File: config.mk
export PLATFORM = sky130hd
export DESIGN_NAME = cbpc_div
export DESIGN_NICKNAME = d
export VERILOG_FILES = /design/src/rtl/cbpc_pkg.sv /design/src/rtl/cbpc_div.sv
export SDC_FILE = /design/constraint.sdc
export NUM_CORES = 1
export LEC_CHECK = 0
export BUFFER_PORTS_ARGS = -buffer_cell sky130_fd_sc_hd__buf_2
export CORE_UTILIZATION = 40
export CTS_CLUSTER_SIZE = 10
export DETAILED_ROUTE_END_ITERATION = 8
export GPL_TIMING_DRIVEN = 0
export SLEW_MARGIN = 20
export SYNTH_ARGS = -nofsm -noshare
export SYNTH_HDL_FRONTEND = slang
export SYNTH_SLANG_ARGS = --single-unit
File: constraint.sdc
create_clock -name i_clk -period 6.1 [get_ports i_clk]
set_clock_uncertainty 0.2 [all_clocks]
set_input_delay 0.61 -clock i_clk [delete_from_list [all_inputs] [get_ports i_clk]]
set_output_delay 0.61 -clock i_clk [all_outputs]
set_load 0.005 [all_outputs]
File: src/rtl/cbpc_pkg.sv
// Shared types, constants and helper functions for the column base profile counter.
package cbpc_pkg;

    // Store geometry and word widths
    localparam int DEF_MAX_COLUMNS = 1024;
    localparam int QCOL_W          = 10;
    localparam int CNT_W           = 16;
    localparam int TOTAL_W         = 18;
    localparam int FRAC_SHIFT      = 8;
    localparam int FRAC_BASE_W     = 9;
    localparam int FRAC_W          = 16;
    localparam int NUM_W           = CNT_W + FRAC_SHIFT;
    localparam int DEN_W           = TOTAL_W;
    localparam int NUM_BINS        = 5;

    // Command codes on the mode field
    localparam logic [1:0] MODE_SYMBOL = 2'd0;
    localparam logic [1:0] MODE_EOL    = 2'd1;
    localparam logic [1:0] MODE_QUERY  = 2'd2;

    // ASCII codes of interest
    localparam logic [7:0] CH_A       = 8'h41;
    localparam logic [7:0] CH_C       = 8'h43;
    localparam logic [7:0] CH_G       = 8'h47;
    localparam logic [7:0] CH_T       = 8'h54;
    localparam logic [7:0] CH_LOWER_A = 8'h61;
    localparam logic [7:0] CH_LOWER_Z = 8'h7A;
    localparam logic [7:0] CASE_BIT   = 8'h20;

    // Count bins, also used as the divider sequence index
    typedef enum logic [2:0] {
        BIN_A,
        BIN_C,
        BIN_G,
        BIN_T,
        BIN_OTHER
    } t_bin;

    // One memory word: the five counts of one column
    typedef struct packed {
        logic [CNT_W-1:0] cnt_a;
        logic [CNT_W-1:0] cnt_c;
        logic [CNT_W-1:0] cnt_g;
        logic [CNT_W-1:0] cnt_t;
        logic [CNT_W-1:0] cnt_o;
    } t_counts;

    // Controller states
    typedef enum logic [2:0] {
        ST_CLEAR,
        ST_RUN,
        ST_QREAD,
        ST_DIV_GO,
        ST_DIV_WAIT,
        ST_REPORT
    } t_state;

    // Fold lower case letters and sort the byte into a bin
    function automatic t_bin classify(input logic [7:0] sym);
        logic [7:0] folded;
        t_bin       bin;
        begin
            folded = sym;
            if (sym >= CH_LOWER_A && sym <= CH_LOWER_Z) begin
                folded = sym & ~CASE_BIT;
            end
            case (folded)
                CH_A:    bin = BIN_A;
                CH_C:    bin = BIN_C;
                CH_G:    bin = BIN_G;
                CH_T:    bin = BIN_T;
                default: bin = BIN_OTHER;
            endcase
            return bin;
        end
    endfunction

    // Saturating increment of a count
    function automatic logic [CNT_W-1:0] inc_sat(input logic [CNT_W-1:0] val);
        begin
            return (val == {CNT_W{1'b1}}) ? val : CNT_W'(val + 1'b1);
        end
    endfunction

    // Clamp a quotient to the fraction width
    function automatic logic [FRAC_W-1:0] sat_frac(input logic [NUM_W-1:0] quot);
        begin
            return (|quot[NUM_W-1:FRAC_W]) ? {FRAC_W{1'b1}} : quot[FRAC_W-1:0];
        end
    endfunction

endpackage

File: src/rtl/cbpc_div.sv
// Restoring radix-2 divider, one quotient bit per cycle.
module cbpc_div (
    input  logic                           i_clk,
    input  logic                           i_rst_n,
    input  logic                           i_start,
    input  logic [cbpc_pkg::NUM_W-1:0]     i_num,
    input  logic [cbpc_pkg::DEN_W-1:0]     i_den,
    output logic                           o_done,
    output logic [cbpc_pkg::NUM_W-1:0]     o_quot
);

    localparam int NUM_W  = cbpc_pkg::NUM_W;
    localparam int DEN_W  = cbpc_pkg::DEN_W;
    localparam int STEP_W = $clog2(NUM_W + 1);

    logic              r_busy;
    logic              r_done;
    logic [STEP_W-1:0] r_step;
    logic [DEN_W-1:0]  r_den;
    logic [DEN_W-1:0]  r_rem;
    logic [NUM_W-1:0]  r_quo;

    logic [DEN_W:0]    w_shift;
    logic [DEN_W:0]    w_diff;
    logic              w_ge;
    logic [DEN_W-1:0]  n_rem;

    // Trial subtraction of one step
    always_comb begin
        w_shift = {r_rem, r_quo[NUM_W-1]};
        w_diff  = w_shift - {1'b0, r_den};
        w_ge    = (w_shift >= {1'b0, r_den});
        n_rem   = w_ge ? w_diff[DEN_W-1:0] : w_shift[DEN_W-1:0];
    end

    // Step control
    always_ff @(posedge i_clk) begin
        if (!i_rst_n) begin
            r_busy <= 1'b0;
            r_done <= 1'b0;
            r_step <= '0;
        end else begin
            r_done <= 1'b0;
            if (i_start) begin
                r_busy <= 1'b1;
                r_step <= STEP_W'(NUM_W);
            end else if (r_busy) begin
                r_step <= r_step - 1'b1;
                if (r_step == STEP_W'(1)) begin
                    r_busy <= 1'b0;
                    r_done <= 1'b1;
                end
            end
        end
    end

    // Remainder and quotient shift register
    always_ff @(posedge i_clk) begin
        if (i_start) begin
            r_den <= i_den;
            r_rem <= '0;
            r_quo <= i_num;
        end else if (r_busy) begin
            r_rem <= n_rem;
            r_quo <= {r_quo[NUM_W-2:0], w_ge};
        end
    end

    assign o_done = r_done;
    assign o_quot = r_quo;

endmodule

Word level (Yosys, flattened, before mapping)
Cells that the tools add are included.

cells by class
  magnitude comparators = 1
  multiply operators = 0
  add/sub/neg operators = 2
  multiplexer cells = 9
  divide/modulo/power cells = 0
  bitwise operators = 2
  eq/ne operators = 1
  shift-type cells = 0
  reduce and logical (&&, ||, !) cells = 3

operator list
  cell                                                                 count
  24-bit two-way mux                                                   2
  19-bit by 18-bit >= comparator with 1-bit output                     1
  18-bit two-way mux                                                   1
  18-bit subtractor                                                    1
  5-bit two-way mux                                                    2
  5-bit by 1-bit == test with 1-bit output (second input constant)     1
  5-bit by 1-bit subtractor with 5-bit output (second input constant)  1
  1-bit two-way mux                                                    4
  3-bit OR reduction                                                   1
  1-bit inverter                                                       2
  2-bit nonzero test                                                   1
  2-bit OR reduction                                                   1

storage, ports and cells
  memories kept = 0
  word-level logic and storage cells = 25
  output and inout port bits = 25
  bits in registers = 67
  latch bits = 0
  memory bits (read-only) = 0
  RAM bits = 0

Logic depth before layout (Yosys ltp)
  word-level depth = 4
  depth in mapped cells = 11
  depth with buffers taken out = 11

Worst setup path after synthesis
No wires, ideal clock.

  path kind = reg-to-reg
  start point = reg r_quo[23], in the netlist o_quot[23]
  end point = reg r_rem[14]
  data required time = 5.838 ns
  slack = 3.546 ns
  clock period less this slack = 2.554 ns
  arrival time = 2.292 ns
  library setup time = 0.062 ns
  stages on the path, launching flop included = 11
  cell sequence = edfxtp_1 -> inv_1 -> ha_1 -> inv_1 -> fa_1 -> a211o_1 -> a21o_1 -> o211ai_1 -> nor2_1 -> or4_1 -> nand3_1

on the way
  word-level cells in the longest chain between the ends = 2
  elaborated cells on any way between the ends = 3
  those cells by class = add/sub: 1; order compare: 1; mux: 1

ends and longest elaborated chain
  element                                                                                RTL line                        RTL
  from (decl)                                                                            cbpc_div.sv:21                  logic [NUM_W-1:0] r_quo;
  from (signal assigned)                                                                 cbpc_div.sv:62                  r_quo <= i_num;
  from (signal assigned)                                                                 cbpc_div.sv:65                  r_quo <= {r_quo[NUM_W-2:0], w_ge};
  18-bit subtractor or 19-bit by 18-bit >= comparator with 1-bit output (tied branches)  cbpc_div.sv:31, cbpc_div.sv:32
  18-bit two-way mux (*)                                                                 cbpc_div.sv:33                  n_rem = w_ge ? w_diff[DEN_W-1:0] : w_shift[DEN_W-1:0];
  to (signal assigned)                                                                   cbpc_div.sv:64                  r_rem <= n_rem;
  to (decl)                                                                              cbpc_div.sv:20                  logic [DEN_W-1:0] r_rem;

Every way passes the cells marked *; elsewhere a longest branch is shown, timed or not.
A chain may end at the register's enable or synchronous reset.

Worst setup path after layout
  start point = reg r_quo[23], in the netlist o_quot[23]
  end point = reg r_rem[10]

Same word-level chain as after synthesis.

==> impl_results.md <==
- Synth warnings: 0
- Die width: approximately 97 um
- Worst slack at placement: ~3200 ps
- Final Max Tran Viols: 0
- Worst Path Max Fanout: 3
- Synth Area in Adders: 0.07550
- Count leader, synth: edfxtp_1
- Status: finished clean
- #FFs+latches synth: 67
- Worst slew margin: 0.3733
- Worst Path Class, Setup: register to register
- Vias in the first global route: between 2k and 3k
- Hold Path Depth: 1
- Setup TNS: 0 ps
- EDFF count, synth: 42
- Clock Sinks: 67
- Design Power: approximately 1.3 mW
- Post_cts resized: 0
- Placed insts: 500
- Fin nets: approximately 470
- CTS tree: yes
- Layout cells sized above 1: 0.2843
- Ys async rst share: 0
- Post-synthesis sequential area ratio: 0.4921
- Slew at the pin with the worst max-slew slack: 939.1 ps
- TritonCTS Buffers: 9
- Synth top area share: 0.3523
- Worst EP arrival: a little under 3000 ps
- Final Hold Viols: 0
- Worst-path clk slew: roughly 80 ps
- Min Clock Period, post-route: around 2800 ps
- Min-Delay Startpoint: i_den[11]
- H-tree Lvls: 3
- Leak Pwr: between 1.5 and 2 nW
- Via density: 5.099
- Setup Viol. Count Final: 0
- First-pass GRT wire length: ~13 mm
- Multiplexer area fraction after synthesis: 0.1059
- Ant diodes: 0
- Via Count: between 2k and 3k
- Initial core utilization: 0.4125
- Area of the multi-input gates: about 1600 um^2
- Hpwl dp: ~5.4 mm
- Clk root buf: clkbuf_8
- CP Capture Type: register
- Type of origin of the critical path: register
- Final Cell Area: about 4300 um^2
- Core Util, Final: 0.4984
- Main combinational cell family by area after synthesis: compound AO/OA/AOI/OAI gates
- Syn Inst Count: 323
- Post-CTS Hold Buffers: 0
- Postcts setup bufs: 0
- Worst Reg-to-Reg Cells: 11
- RR Startpoint: o_quot[23]$_DFFE_PP_
- Synth Area in XOR/XNOR: 0.04404
- Hold Path End: r_den[11]$_DFFE_PP_
- Antenna violations before repair: 0
- Area post-placement: between 4000 and 5000 um^2
- Post-Synth Simple-Gate Area: 0.1017
- DR WL/cell: between 10 and 15 um
- Largest net degree at the start of global routing: 25
- Setup WS post-layout: roughly 3300 ps
- Mapped cell area: roughly 3600 um^2
- Average size of a mapped cell: between 10 and 15 um^2
- Register-to-register setup slack: between 3000 and 4000 ps
- Area growth from synthesis to final layout: 20.83%
- Chip Height: about 97 um
- Data required, critical path: just over 6000 ps
- VDD IR max: between 0.1 and 0.15 mV
- Post-synth top cells: edfxtp_1 (42), inv_1 (27), nor2_1 (27), dfxtp_1 (25), mux2_2 (23)
- Period utilization: 0.4659
- Hold crit path type: input port to register
- Routed Antenna Nets: 0
- Post-synth cell types: between 50 and 60
- DRC: 0
- Drt pass-1 iters: 4
- Port buffer count: 69
- Syn nets: 389
- Hold slack: 226.2 ps
- Site Rows: 34
- FF-to-FF End: r_rem[10]$_SDFFE_PP0P_
- DIE AREA: ~9300 um^2
- Peak Freq: around 0.35 GHz
- GRT Resource Usage Total: 0.1749
- Top post-synthesis cells by area: edfxtp_1 (35%), dfxtp_1 (14%), mux2_2 (7.2%)
- CORE AREA: between 8000 and 9000 um^2
- Compound-gate portion of the synthesized area: 0.1321
- Remaining global-route overflow: 0
- CTS Buffer Depth: 2
- Placer Congestion: between 0.8 and 0.9
- Boundary Pins: 70
- Storage cell area: ~1800 um^2
- Max Cap Viol: 0
- Clock Latency Late Sink: 350 ps
- Yosys top cell by area: edfxtp_1
- Final-layout fill cell count: 821
- Routed WL: ~7.7 mm
- RSZ-0062 raised after global routing: no
- Power per cell area: slightly below 300 nW/um^2
- Initial DRC Count: 120
- Final Non-Filler Cells: 516
- Most used DFF post-synth: edfxtp_1
-- logic make-up after synthesis --
logic type / after synthesis
DFF: 67
adders and majority gates: 21
buffers and inverters: 39
AOI/OAI and AO/OA: 68
xor gates and xnor gates: 18
and+or+nand+nor: 75
muxes: 35
-- sequential cells by signal, indices dropped and copies added, names as in the netlist --
signal	cells
o_quot	24
r_rem	18
r_busy	1
r_den	18
o_done	1
r_step	5
-- critical path: stages (launching register included) --
cell and delay (ps):
edfxtp_1 420, inv_1 80, ha_1 170, inv_1 60, fa_1 410, a211o_1 350, a21o_1 190, o211ai_1 270
nand2_1 120, xor2_1 160, mux2i_1 80, a211oi_1 240
-- layout make-up --
type,count,area share
flip-flops and latches,67,0.4073
multi-input cells,217,0.3801
repair buffers,69,0.07984
clock inverters,6,0.03182
well taps,108,0.03124
clock buffers,10,0.02951
inverters,27,0.02343
plain buffers,12,0.01678
-- power by group --
group          leakage, nW  switching (mW)  internal, mW
Clock                0.131           0.181         0.315
Combinational         1.21           0.116         0.101
Sequential           0.623          0.0189         0.524
Total                 1.97           0.317         0.940
-- metal layers --
metal / share of wire / GRT usage / vias up
met3: 0.034 / 0.03974 / 8
met2: 0.47 / 0.2795 / 45
met4: 0.013 / 0.05511 / 0
li1: - / - / 1333
met1: 0.48 / 0.2353 / 1245
met5: 0 / 0 / -
-- cell usage in the layout, fill, tap and decap left out, types with 2 or more instances in the layout --
| master | instances |
|---|---|
| o21bai_1 | 2 |
| nor2b_1 | 2 |
| buf_2 | 69 |
| nand2_1 | 17 |
| clkbuf_1 | 9 |
| clkbuf_8 | 9 |
| o21ai_0 | 7 |
| and3_1 | 4 |
| edfxtp_1 | 42 |
| nor3_1 | 5 |
| a211oi_1 | 11 |
| ha_1 | 20 |
| bufinv_16 | 4 |
| xnor2_1 | 10 |
| o31ai_1 | 3 |
| a21o_1 | 9 |
| nand4_1 | 3 |
| a311oi_1 | 2 |
| nand3_1 | 5 |
| dfxtp_1 | 25 |
| o21a_1 | 5 |
| mux2_2 | 23 |
| clkinv_4 | 2 |
| a31oi_1 | 3 |
| xor2_1 | 8 |
| nor2_1 | 27 |
| inv_1 | 27 |
| nand2b_1 | 3 |
| mux2i_1 | 12 |
| a21oi_1 | 13 |
-- how the worst max path moves through the flow --
stage,cells after the start,startpoint,end,slack (ps)
after floorplan,10,o_quot[23]$_DFFE_PP_,r_rem[14]$_SDFFE_PP0P_,3550
after global placement,4,i_start,o_quot[2]$_DFFE_PP_,3180
after detailed placement,4,i_start,o_quot[15]$_DFFE_PP_,3150
after CTS,11,o_quot[23]$_DFFE_PP_,r_rem[10]$_SDFFE_PP0P_,3260
after global routing,11,r_den[3]$_DFFE_PP_,r_rem[15]$_SDFFE_PP0P_,3090
final,11,o_quot[23]$_DFFE_PP_,r_rem[10]$_SDFFE_PP0P_,3260
(Power assumes the default switching activity.)
